File: src/rtl/core/indexed_sequence_store_macros.svh
// Assertion macros shared by the indexed sequence store RTL.
`ifndef INDEXED_SEQUENCE_STORE_MACROS_SVH
`define INDEXED_SEQUENCE_STORE_MACROS_SVH

// Same-cycle implication, checked outside reset.
`define ISQ_ASSERT_NOW(label, ante, cons, msg) \
    label: assert property (@(posedge clk) disable iff (!rst_n) (ante) |-> (cons)) \
        else $error(msg);

// Next-cycle implication, checked outside reset.
`define ISQ_ASSERT_NEXT(label, ante, cons, msg) \
    label: assert property (@(posedge clk) disable iff (!rst_n) (ante) |=> (cons)) \
        else $error(msg);

`endif

File: src/rtl/core/isq_pkg.sv
// Shared constants, codes and types of the indexed sequence store.
`default_nettype none

package isq_pkg;

    localparam int CAPACITY   = 16;
    localparam int DATA_WIDTH = 32;
    localparam int ADDR_W     = $clog2(CAPACITY);
    localparam int CNT_W      = 5;
    localparam int POS_W      = 5;
    localparam int OP_W       = 3;
    localparam int STAT_W     = 2;

    localparam int IN_BITS     = POS_W + DATA_WIDTH;
    localparam int IN_TDATA_W  = ((IN_BITS + 7) / 8) * 8;
    localparam int OUT_BITS    = DATA_WIDTH + CNT_W + 1 + STAT_W;
    localparam int OUT_TDATA_W = ((OUT_BITS + 7) / 8) * 8;

    typedef enum logic [OP_W-1:0] {
        OP_PUSH_FRONT = 3'd0,
        OP_PUSH_BACK  = 3'd1,
        OP_INSERT     = 3'd2,
        OP_POP_FRONT  = 3'd3,
        OP_POP_BACK   = 3'd4,
        OP_REMOVE     = 3'd5,
        OP_READ       = 3'd6,
        OP_CLEAR      = 3'd7
    } op_t;

    typedef enum logic [STAT_W-1:0] {
        STAT_OK    = 2'd0,
        STAT_FULL  = 2'd1,
        STAT_EMPTY = 2'd2,
        STAT_RANGE = 2'd3
    } status_t;

    typedef enum logic [2:0] {
        ST_IDLE,
        ST_SH_RD,
        ST_SH_WR,
        ST_TK_RD,
        ST_TK_CAP,
        ST_MV_RD,
        ST_MV_WR,
        ST_DONE
    } state_t;

endpackage

`default_nettype wire

File: src/rtl/core/isq_ram.sv
// Generic single-write, single-read RAM with registered read data.
`default_nettype none

module isq_ram #(
    parameter int WIDTH = 32,
    parameter int DEPTH = 16
) (
    input  logic                     clk,
    input  logic                     wr_en,
    input  logic [$clog2(DEPTH)-1:0] wr_addr,
    input  logic [WIDTH-1:0]         wr_data,
    input  logic                     rd_en,
    input  logic [$clog2(DEPTH)-1:0] rd_addr,
    output logic [WIDTH-1:0]         rd_data
);

    logic [WIDTH-1:0] mem [DEPTH];

    // Write port
    always_ff @(posedge clk)
    begin
        if (wr_en)
        begin
            mem[wr_addr] <= wr_data;
        end
    end

    // Registered read port
    always_ff @(posedge clk)
    begin
        if (rd_en)
        begin
            rd_data <= mem[rd_addr];
        end
    end

endmodule

`default_nettype wire

File: src/rtl/core/indexed_sequence_store.sv
// Top level of the indexed sequence store: request sequencer over a slot RAM.
//
//  Channel | Dir | Fields (low bit up)
//  --------+-----+---------------------------------------------------------
//  s_*     | in  | tuser: operation; tdata: position, data_in
//  m_*     | out | tdata: data_out, count, is_empty, status
//
// From one accepted beat to the next, a failed request or a clear goes straight
// to the done state, a read fetches one slot, and an add or a take moves m slots:
// each move is one RAM read then one write through the single read/write port pair,
// stepped by one shared index adder.
// Insert/push moves used-pos slots, remove/pop moves used-pos-1 slots.
// Reset clears the count and the sequencer; slot contents are not cleared.
// A finished result waits in the output register while the next beat enters;
// the sequencer stalls only when it has a new result and the register is full and not draining.
`default_nettype none
`include "indexed_sequence_store_macros.svh"

module indexed_sequence_store (
    input  logic                            clk,
    input  logic                            rst_n,
    input  logic                            s_tvalid,
    output logic                            s_tready,
    input  logic [isq_pkg::IN_TDATA_W-1:0]  s_tdata,  // position, data_in
    input  logic [isq_pkg::OP_W-1:0]        s_tuser,  // operation
    output logic                            m_tvalid,
    input  logic                            m_tready,
    output logic [isq_pkg::OUT_TDATA_W-1:0] m_tdata   // data_out, count, is_empty, status
);

    import isq_pkg::*;

    state_t                state_reg, state_next;
    op_t                   op_reg, op_next;
    logic [POS_W-1:0]      pos_reg, pos_next;
    logic [CNT_W-1:0]      idx_reg, idx_next;
    logic [CNT_W-1:0]      used_reg, used_next;
    logic [DATA_WIDTH-1:0] word_reg, word_next;
    logic [DATA_WIDTH-1:0] result_reg, result_next;
    status_t               status_reg, status_next;

    logic                  m_tvalid_reg, m_tvalid_next;
    logic [DATA_WIDTH-1:0] out_data_reg, out_data_next;
    logic [CNT_W-1:0]      out_count_reg, out_count_next;
    logic                  out_empty_reg, out_empty_next;
    status_t               out_status_reg, out_status_next;

    logic                  wr_en;
    logic [ADDR_W-1:0]     wr_addr;
    logic [DATA_WIDTH-1:0] wr_data;
    logic                  rd_en;
    logic [ADDR_W-1:0]     rd_addr;
    logic [DATA_WIDTH-1:0] rd_data;

    logic                  step_down;
    logic [CNT_W-1:0]      step_val;
    op_t                   in_op;
    logic [POS_W-1:0]      in_pos;
    logic [DATA_WIDTH-1:0] in_word;
    logic                  out_load;

    // Slot storage
    isq_ram #(
        .WIDTH (DATA_WIDTH),
        .DEPTH (CAPACITY)
    ) u_slots (
        .clk     (clk),
        .wr_en   (wr_en),
        .wr_addr (wr_addr),
        .wr_data (wr_data),
        .rd_en   (rd_en),
        .rd_addr (rd_addr),
        .rd_data (rd_data)
    );

    // Unpack the input beat
    assign in_op   = op_t'(s_tuser);
    assign in_pos  = s_tdata[POS_W-1:0];
    assign in_word = s_tdata[POS_W +: DATA_WIDTH];

    // Shared index stepper: down while opening a gap, up while closing one
    assign step_down = (state_reg == ST_SH_RD) || (state_reg == ST_SH_WR);
    assign step_val  = step_down ? (idx_reg - CNT_W'(1)) : (idx_reg + CNT_W'(1));

    assign s_tready = (state_reg == ST_IDLE);
    assign out_load = (state_reg == ST_DONE) && (!m_tvalid_reg || m_tready);

    // Sequencer: next state, RAM controls and working registers
    always_comb
    begin
        state_next  = state_reg;
        op_next     = op_reg;
        pos_next    = pos_reg;
        idx_next    = idx_reg;
        used_next   = used_reg;
        word_next   = word_reg;
        result_next = result_reg;
        status_next = status_reg;
        wr_en       = 1'b0;
        wr_addr     = idx_reg[ADDR_W-1:0];
        wr_data     = rd_data;
        rd_en       = 1'b0;
        rd_addr     = step_val[ADDR_W-1:0];

        case (state_reg)
            ST_IDLE:
            begin
                if (s_tvalid)
                begin
                    op_next     = in_op;
                    word_next   = in_word;
                    result_next = '0;
                    status_next = STAT_OK;
                    state_next  = ST_DONE;
                    case (in_op)
                        OP_PUSH_FRONT, OP_PUSH_BACK, OP_INSERT:
                        begin
                            if (used_reg == CNT_W'(CAPACITY))
                            begin
                                status_next = STAT_FULL;
                            end
                            else if ((in_op == OP_INSERT) && (in_pos > used_reg))
                            begin
                                status_next = STAT_RANGE;
                            end
                            else
                            begin
                                if (in_op == OP_PUSH_FRONT)
                                    pos_next = '0;
                                else if (in_op == OP_PUSH_BACK)
                                    pos_next = used_reg;
                                else
                                    pos_next = in_pos;
                                idx_next   = used_reg;
                                state_next = ST_SH_RD;
                            end
                        end
                        OP_POP_FRONT, OP_POP_BACK, OP_REMOVE:
                        begin
                            if (used_reg == '0)
                            begin
                                status_next = STAT_EMPTY;
                            end
                            else if ((in_op == OP_REMOVE) && (in_pos >= used_reg))
                            begin
                                status_next = STAT_RANGE;
                            end
                            else
                            begin
                                if (in_op == OP_POP_FRONT)
                                    pos_next = '0;
                                else if (in_op == OP_POP_BACK)
                                    pos_next = used_reg - CNT_W'(1);
                                else
                                    pos_next = in_pos;
                                state_next = ST_TK_RD;
                            end
                        end
                        OP_READ:
                        begin
                            if (in_pos >= used_reg)
                            begin
                                status_next = STAT_RANGE;
                            end
                            else
                            begin
                                pos_next   = in_pos;
                                state_next = ST_TK_RD;
                            end
                        end
                        default:
                        begin
                            used_next = '0;
                        end
                    endcase
                end
            end

            // Open the gap one slot at a time, then drop the word in
            ST_SH_RD:
            begin
                if (idx_reg > pos_reg)
                begin
                    rd_en      = 1'b1;
                    state_next = ST_SH_WR;
                end
                else
                begin
                    wr_en      = 1'b1;
                    wr_addr    = pos_reg[ADDR_W-1:0];
                    wr_data    = word_reg;
                    used_next  = used_reg + CNT_W'(1);
                    state_next = ST_DONE;
                end
            end

            ST_SH_WR:
            begin
                wr_en      = 1'b1;
                idx_next   = step_val;
                state_next = ST_SH_RD;
            end

            // Fetch the word at the target position
            ST_TK_RD:
            begin
                rd_en      = 1'b1;
                rd_addr    = pos_reg[ADDR_W-1:0];
                idx_next   = pos_reg;
                state_next = ST_TK_CAP;
            end

            ST_TK_CAP:
            begin
                result_next = rd_data;
                state_next  = (op_reg == OP_READ) ? ST_DONE : ST_MV_RD;
            end

            // Close the gap one slot at a time
            ST_MV_RD:
            begin
                if (step_val < used_reg)
                begin
                    rd_en      = 1'b1;
                    state_next = ST_MV_WR;
                end
                else
                begin
                    used_next  = used_reg - CNT_W'(1);
                    state_next = ST_DONE;
                end
            end

            ST_MV_WR:
            begin
                wr_en      = 1'b1;
                idx_next   = step_val;
                state_next = ST_MV_RD;
            end

            // Hold until the output register is free
            ST_DONE:
            begin
                if (out_load)
                begin
                    state_next = ST_IDLE;
                end
            end

            default:
            begin
                state_next = ST_IDLE;
            end
        endcase
    end

    // Output register load and drain
    always_comb
    begin
        m_tvalid_next   = m_tvalid_reg && !m_tready;
        out_data_next   = out_data_reg;
        out_count_next  = out_count_reg;
        out_empty_next  = out_empty_reg;
        out_status_next = out_status_reg;
        if (out_load)
        begin
            m_tvalid_next   = 1'b1;
            out_data_next   = result_reg;
            out_count_next  = used_reg;
            out_empty_next  = (used_reg == '0);
            out_status_next = status_reg;
        end
    end

    // Control state
    always_ff @(posedge clk or negedge rst_n)
    begin
        if (!rst_n)
        begin
            state_reg    <= ST_IDLE;
            used_reg     <= '0;
            m_tvalid_reg <= 1'b0;
        end
        else
        begin
            state_reg    <= state_next;
            used_reg     <= used_next;
            m_tvalid_reg <= m_tvalid_next;
        end
    end

    // Payload and working registers
    always_ff @(posedge clk)
    begin
        op_reg         <= op_next;
        pos_reg        <= pos_next;
        idx_reg        <= idx_next;
        word_reg       <= word_next;
        result_reg     <= result_next;
        status_reg     <= status_next;
        out_data_reg   <= out_data_next;
        out_count_reg  <= out_count_next;
        out_empty_reg  <= out_empty_next;
        out_status_reg <= out_status_next;
    end

    // Pack the output beat
    assign m_tvalid = m_tvalid_reg;
    assign m_tdata  = OUT_TDATA_W'({out_status_reg, out_empty_reg, out_count_reg, out_data_reg});

    // Checks
    `ISQ_ASSERT_NOW(a_used_bound, 1'b1, used_reg <= CNT_W'(CAPACITY), "count above capacity")
    `ISQ_ASSERT_NOW(a_wr_in_range, wr_en, CNT_W'(wr_addr) <= used_reg, "slot write past the end")
    `ISQ_ASSERT_NEXT(a_accept_leaves_idle, s_tvalid && s_tready, state_reg != ST_IDLE, "accepted beat not taken up")
    `ISQ_ASSERT_NOW(a_fail_zero_data, m_tvalid && (out_status_reg != STAT_OK), out_data_reg == '0, "failed request returned data")
    `ISQ_ASSERT_NOW(a_empty_matches, m_tvalid, out_empty_reg == (out_count_reg == '0), "empty flag disagrees with count")

endmodule

`default_nettype wire

File: config.mk
export PLATFORM = sky130hd
export DESIGN_NAME = indexed_sequence_store
export DESIGN_NICKNAME = d
export VERILOG_FILES = /design/src/rtl/core/isq_pkg.sv /design/src/rtl/core/isq_ram.sv /design/src/rtl/core/indexed_sequence_store.sv
export VERILOG_INCLUDE_DIRS = /design/src /design/src/rtl/core
export SDC_FILE = /design/constraint.sdc
export NUM_CORES = 1
export LEC_CHECK = 0
export BUFFER_PORTS_ARGS = -buffer_cell sky130_fd_sc_hd__buf_2
export CORE_MARGIN = 2
export CORE_UTILIZATION = 40
export CTS_CLUSTER_DIAMETER = 30
export DETAILED_ROUTE_END_ITERATION = 16
export SLEW_MARGIN = 40
export SYNTH_ARGS = -nofsm -noshare
export SYNTH_HDL_FRONTEND = slang
export SYNTH_SLANG_ARGS = --single-unit
export TNS_END_PERCENT = 20
File: constraint.sdc
create_clock -name clk -period 12.1 [get_ports clk]
set_clock_uncertainty 0.15 [all_clocks]
set_input_delay 1.21 -clock clk [delete_from_list [all_inputs] [get_ports clk]]
set_output_delay 1.21 -clock clk [all_outputs]
set_load 0.03 [all_outputs]
==> flow_summary.toml <==
[detailed_routing]
routedWlPerCell_microns = 22.2
met1_length_microns = 28300
vias_per_cell = 5.36
wl_met3_microns = 3280
vias = 15100
dr.max_layer_used = "met4"
routed_wl_microns = 62500
wl_met2_microns = 29600
drc = 0
drt_iter0_drc = 1136
firstDrtPassIters = 8
detail-route-antenna-nets = 0

[sta]
tightest_slew_ns = 0.765
min_period_ns = 5.07
max_slew_margin_pct = 48.5
fin_setup_tns_ns = 0
finalCritPeriodShare_pct = 41.9
setup_viol = 0
rsz0062_at_grt = "false"
fmax_ghz = 0.197
hold_viol = 0
report.final.slew_viol_count = 0

[setup_path]
crit_required_ns = 12.30
startpoint_type = "flip-flop"
r2r_setup_slack_ns = 7.03
arrival_ns = 5.27
reg2reg_depth = 12
reg2reg_from = "state_reg[0]"
critPathKind = "flip-flop to flip-flop"
cp-end-kind = "flip-flop"
worstPathMaxFanout = 23
r2r-end = "u_slots.rd_data[15]"

[place]
dp_cells = 2563
place_area_sq_um = 29000
place.gp.congestion = 0.782
port_buffers = 85
hpwl_microns = 31500

[die]
pin_count = 89
fp.dieH_microns = 266
core-area_sq_um = 67500
rows = 95
die_area_sq_um = 70600
fp.dieW_microns = 266
initial_core_util_pct = 40.6

[cts]
cts_tree = "done"
h-tree-depth = 4
clk_latency_ns = 0.71
cts_resized = 0
clock-root-buffer = "clkbuf_16"
ctsHoldBuffers = 0
numClockSinks = 672
clk_pin_slew_ns = 0.05
clockBufferDepth = 3
post_cts_buffers = 0
cts_made_buffers = 134

[cells_and_area]
top_register = "u_slots.mem"
largest_reg_flops = 512
final_cells = 2809
diodes = 0
fin_util_pct = 49.7
post-route-cell-area_sq_um = 33600
num-nets-final = 1893
drive_above_1_share_pct = 23.7
area_growth_pct = 22.6

[synth]
synth_warnings = 0
synthArstFlopShare_pct = 1.34
synthDistinctLibCells = 52
ys_seq_area_share_pct = 73.5
ys_ff_latch = 672
synth_area_leaders = "edfxtp_1, mux2i_1, mux2_2, nand2_1, nor2b_1"
ys_top_cells_by_count = "edfxtp_1, mux2i_1, nand2_1, a21oi_1, nor2b_1"
synth.most_common_cell = "edfxtp_1"
yosysTopAreaCell = "edfxtp_1"
postSynthAreaPerCell_sq_um = 16.5
synth.net_count = 1726
synth_enable_flop_cells = 663
syn_inst = 1659
synth_top_area_share_pct = 72.6
ys_dominant_reg_cell = "edfxtp_1"
syn_area_sq_um = 27400

[job]
cap_violations = 0

[grt]
grt_pass1_wl_microns = 93000
grt_overflow = 0
antenna_found_initial = 0
grt_max_degree = 90
grt_pass1_vias = 15100
grtUsageTotal_pct = 17.9

[status]
outcome = "complete, no violations"

[pwr]
powerDensity_nw_per_um2 = 330
leakage_nw = 11.9
peakVddDrop_v = 0.000242

[min_path]
hold_class = "primary input to async pin"
## placed cells by master, fill, tap and decap left out, types with 9 or more instances in the layout
master / count
edfxtp_1: 663
mux2i_1: 196
clkbuf_16: 137
nand2_1: 132
a21oi_1: 87
buf_2: 85
nor2b_1: 70
mux2_2: 64
a211oi_1: 37
and2_1: 34
o22ai_1: 34
a221o_1: 32
a211oi_2: 31
buf_4: 31
clkinv_1: 25
inv_1: 21
o21ai_0: 19
ha_1: 19
nor2_1: 16
bufinv_16: 15
clkinv_4: 15
clkinv_2: 14
clkbuf_1: 12
clkinvlp_4: 12
o32ai_4: 10
nand3_1: 9
## worst max-delay path, stage by stage, from the launching register on
cell and delay, ns:
dfrtp_1 0.76, nand2b_1 0.19, a21oi_1 0.57, ha_1 0.42
xnor2_1 0.33, inv_1 0.08, ha_1 0.30, a21o_1 0.17
a31oi_1 0.12, o21ai_0 0.26, nor3b_1 0.27, o21a_2 0.60
buf_4 0.48
## cell type report
cell class	count	area, sq um
Inverter	22	82.6
Tap cell	873	1090
Multi-Input combinational cell	872	6930
Fill cell	5554	33900
Sequential cell	672	20100
Timing Repair Buffer	124	798
Clock buffer	149	3470
Clock inverter	97	1080
## layer usage
metal,track usage (%),up-vias
met5,0,-
met2,28.3,421
met1,24.0,7673
met4,7.06,0
met3,4.05,103
li1,-,6873
## report_power, final
part           switching, mW  internal, mW
clock network           1.23          2.41
registers              0.155          3.42
logic                   2.51          1.38
total                   3.89          7.21
## cells by family (layout without fill, tap and decap cells)
family | count (synthesis) | in the layout | share of synthesized area [%]
xor gates and xnor gates | 6 | 6 | 0.192
DFF | 672 | 672 | 73.5
muxes | 262 | 262 | 9.91
and+or+nand+nor | 297 | 297 | 5.39
AOI/OAI and AO/OA | 287 | 287 | 7.69
adders and majority gates | 20 | 20 | 0.941
buffers and inverters | 115 | 392 | 2.41
## how the worst max path moves through the flow
stage / start / endpoint / slack (ns) / depth (start not counted)
final: state_reg[0] / u_slots.rd_data[15] / 7.03 / 12
after global routing: state_reg[0] / u_slots.rd_data[7] / 6.75 / 12
after CTS: state_reg[0] / u_slots.rd_data[7] / 7.06 / 12
after detailed placement: state_reg[0] / u_slots.rd_data[14] / 7.05 / 12
after global placement: state_reg[0] / u_slots.rd_data[9] / 7.11 / 12
after floorplan: pos_reg[3] / u_slots.mem[15][0] / 7.08 / 9
## through the flow
step,power (mW),hold slack (ns),setup slack [ns]
5_1_grt,11.6,0.211,6.75
3_3_place_gp,7.39,0.251,7.11
3_5_place_dp,7.51,0.255,7.05
6_report,11.1,0.237,7.03
2_1_floorplan,6.39,0.250,7.08
4_1_cts,11.2,0.184,7.06
Power figures use the tool's default switching activity.
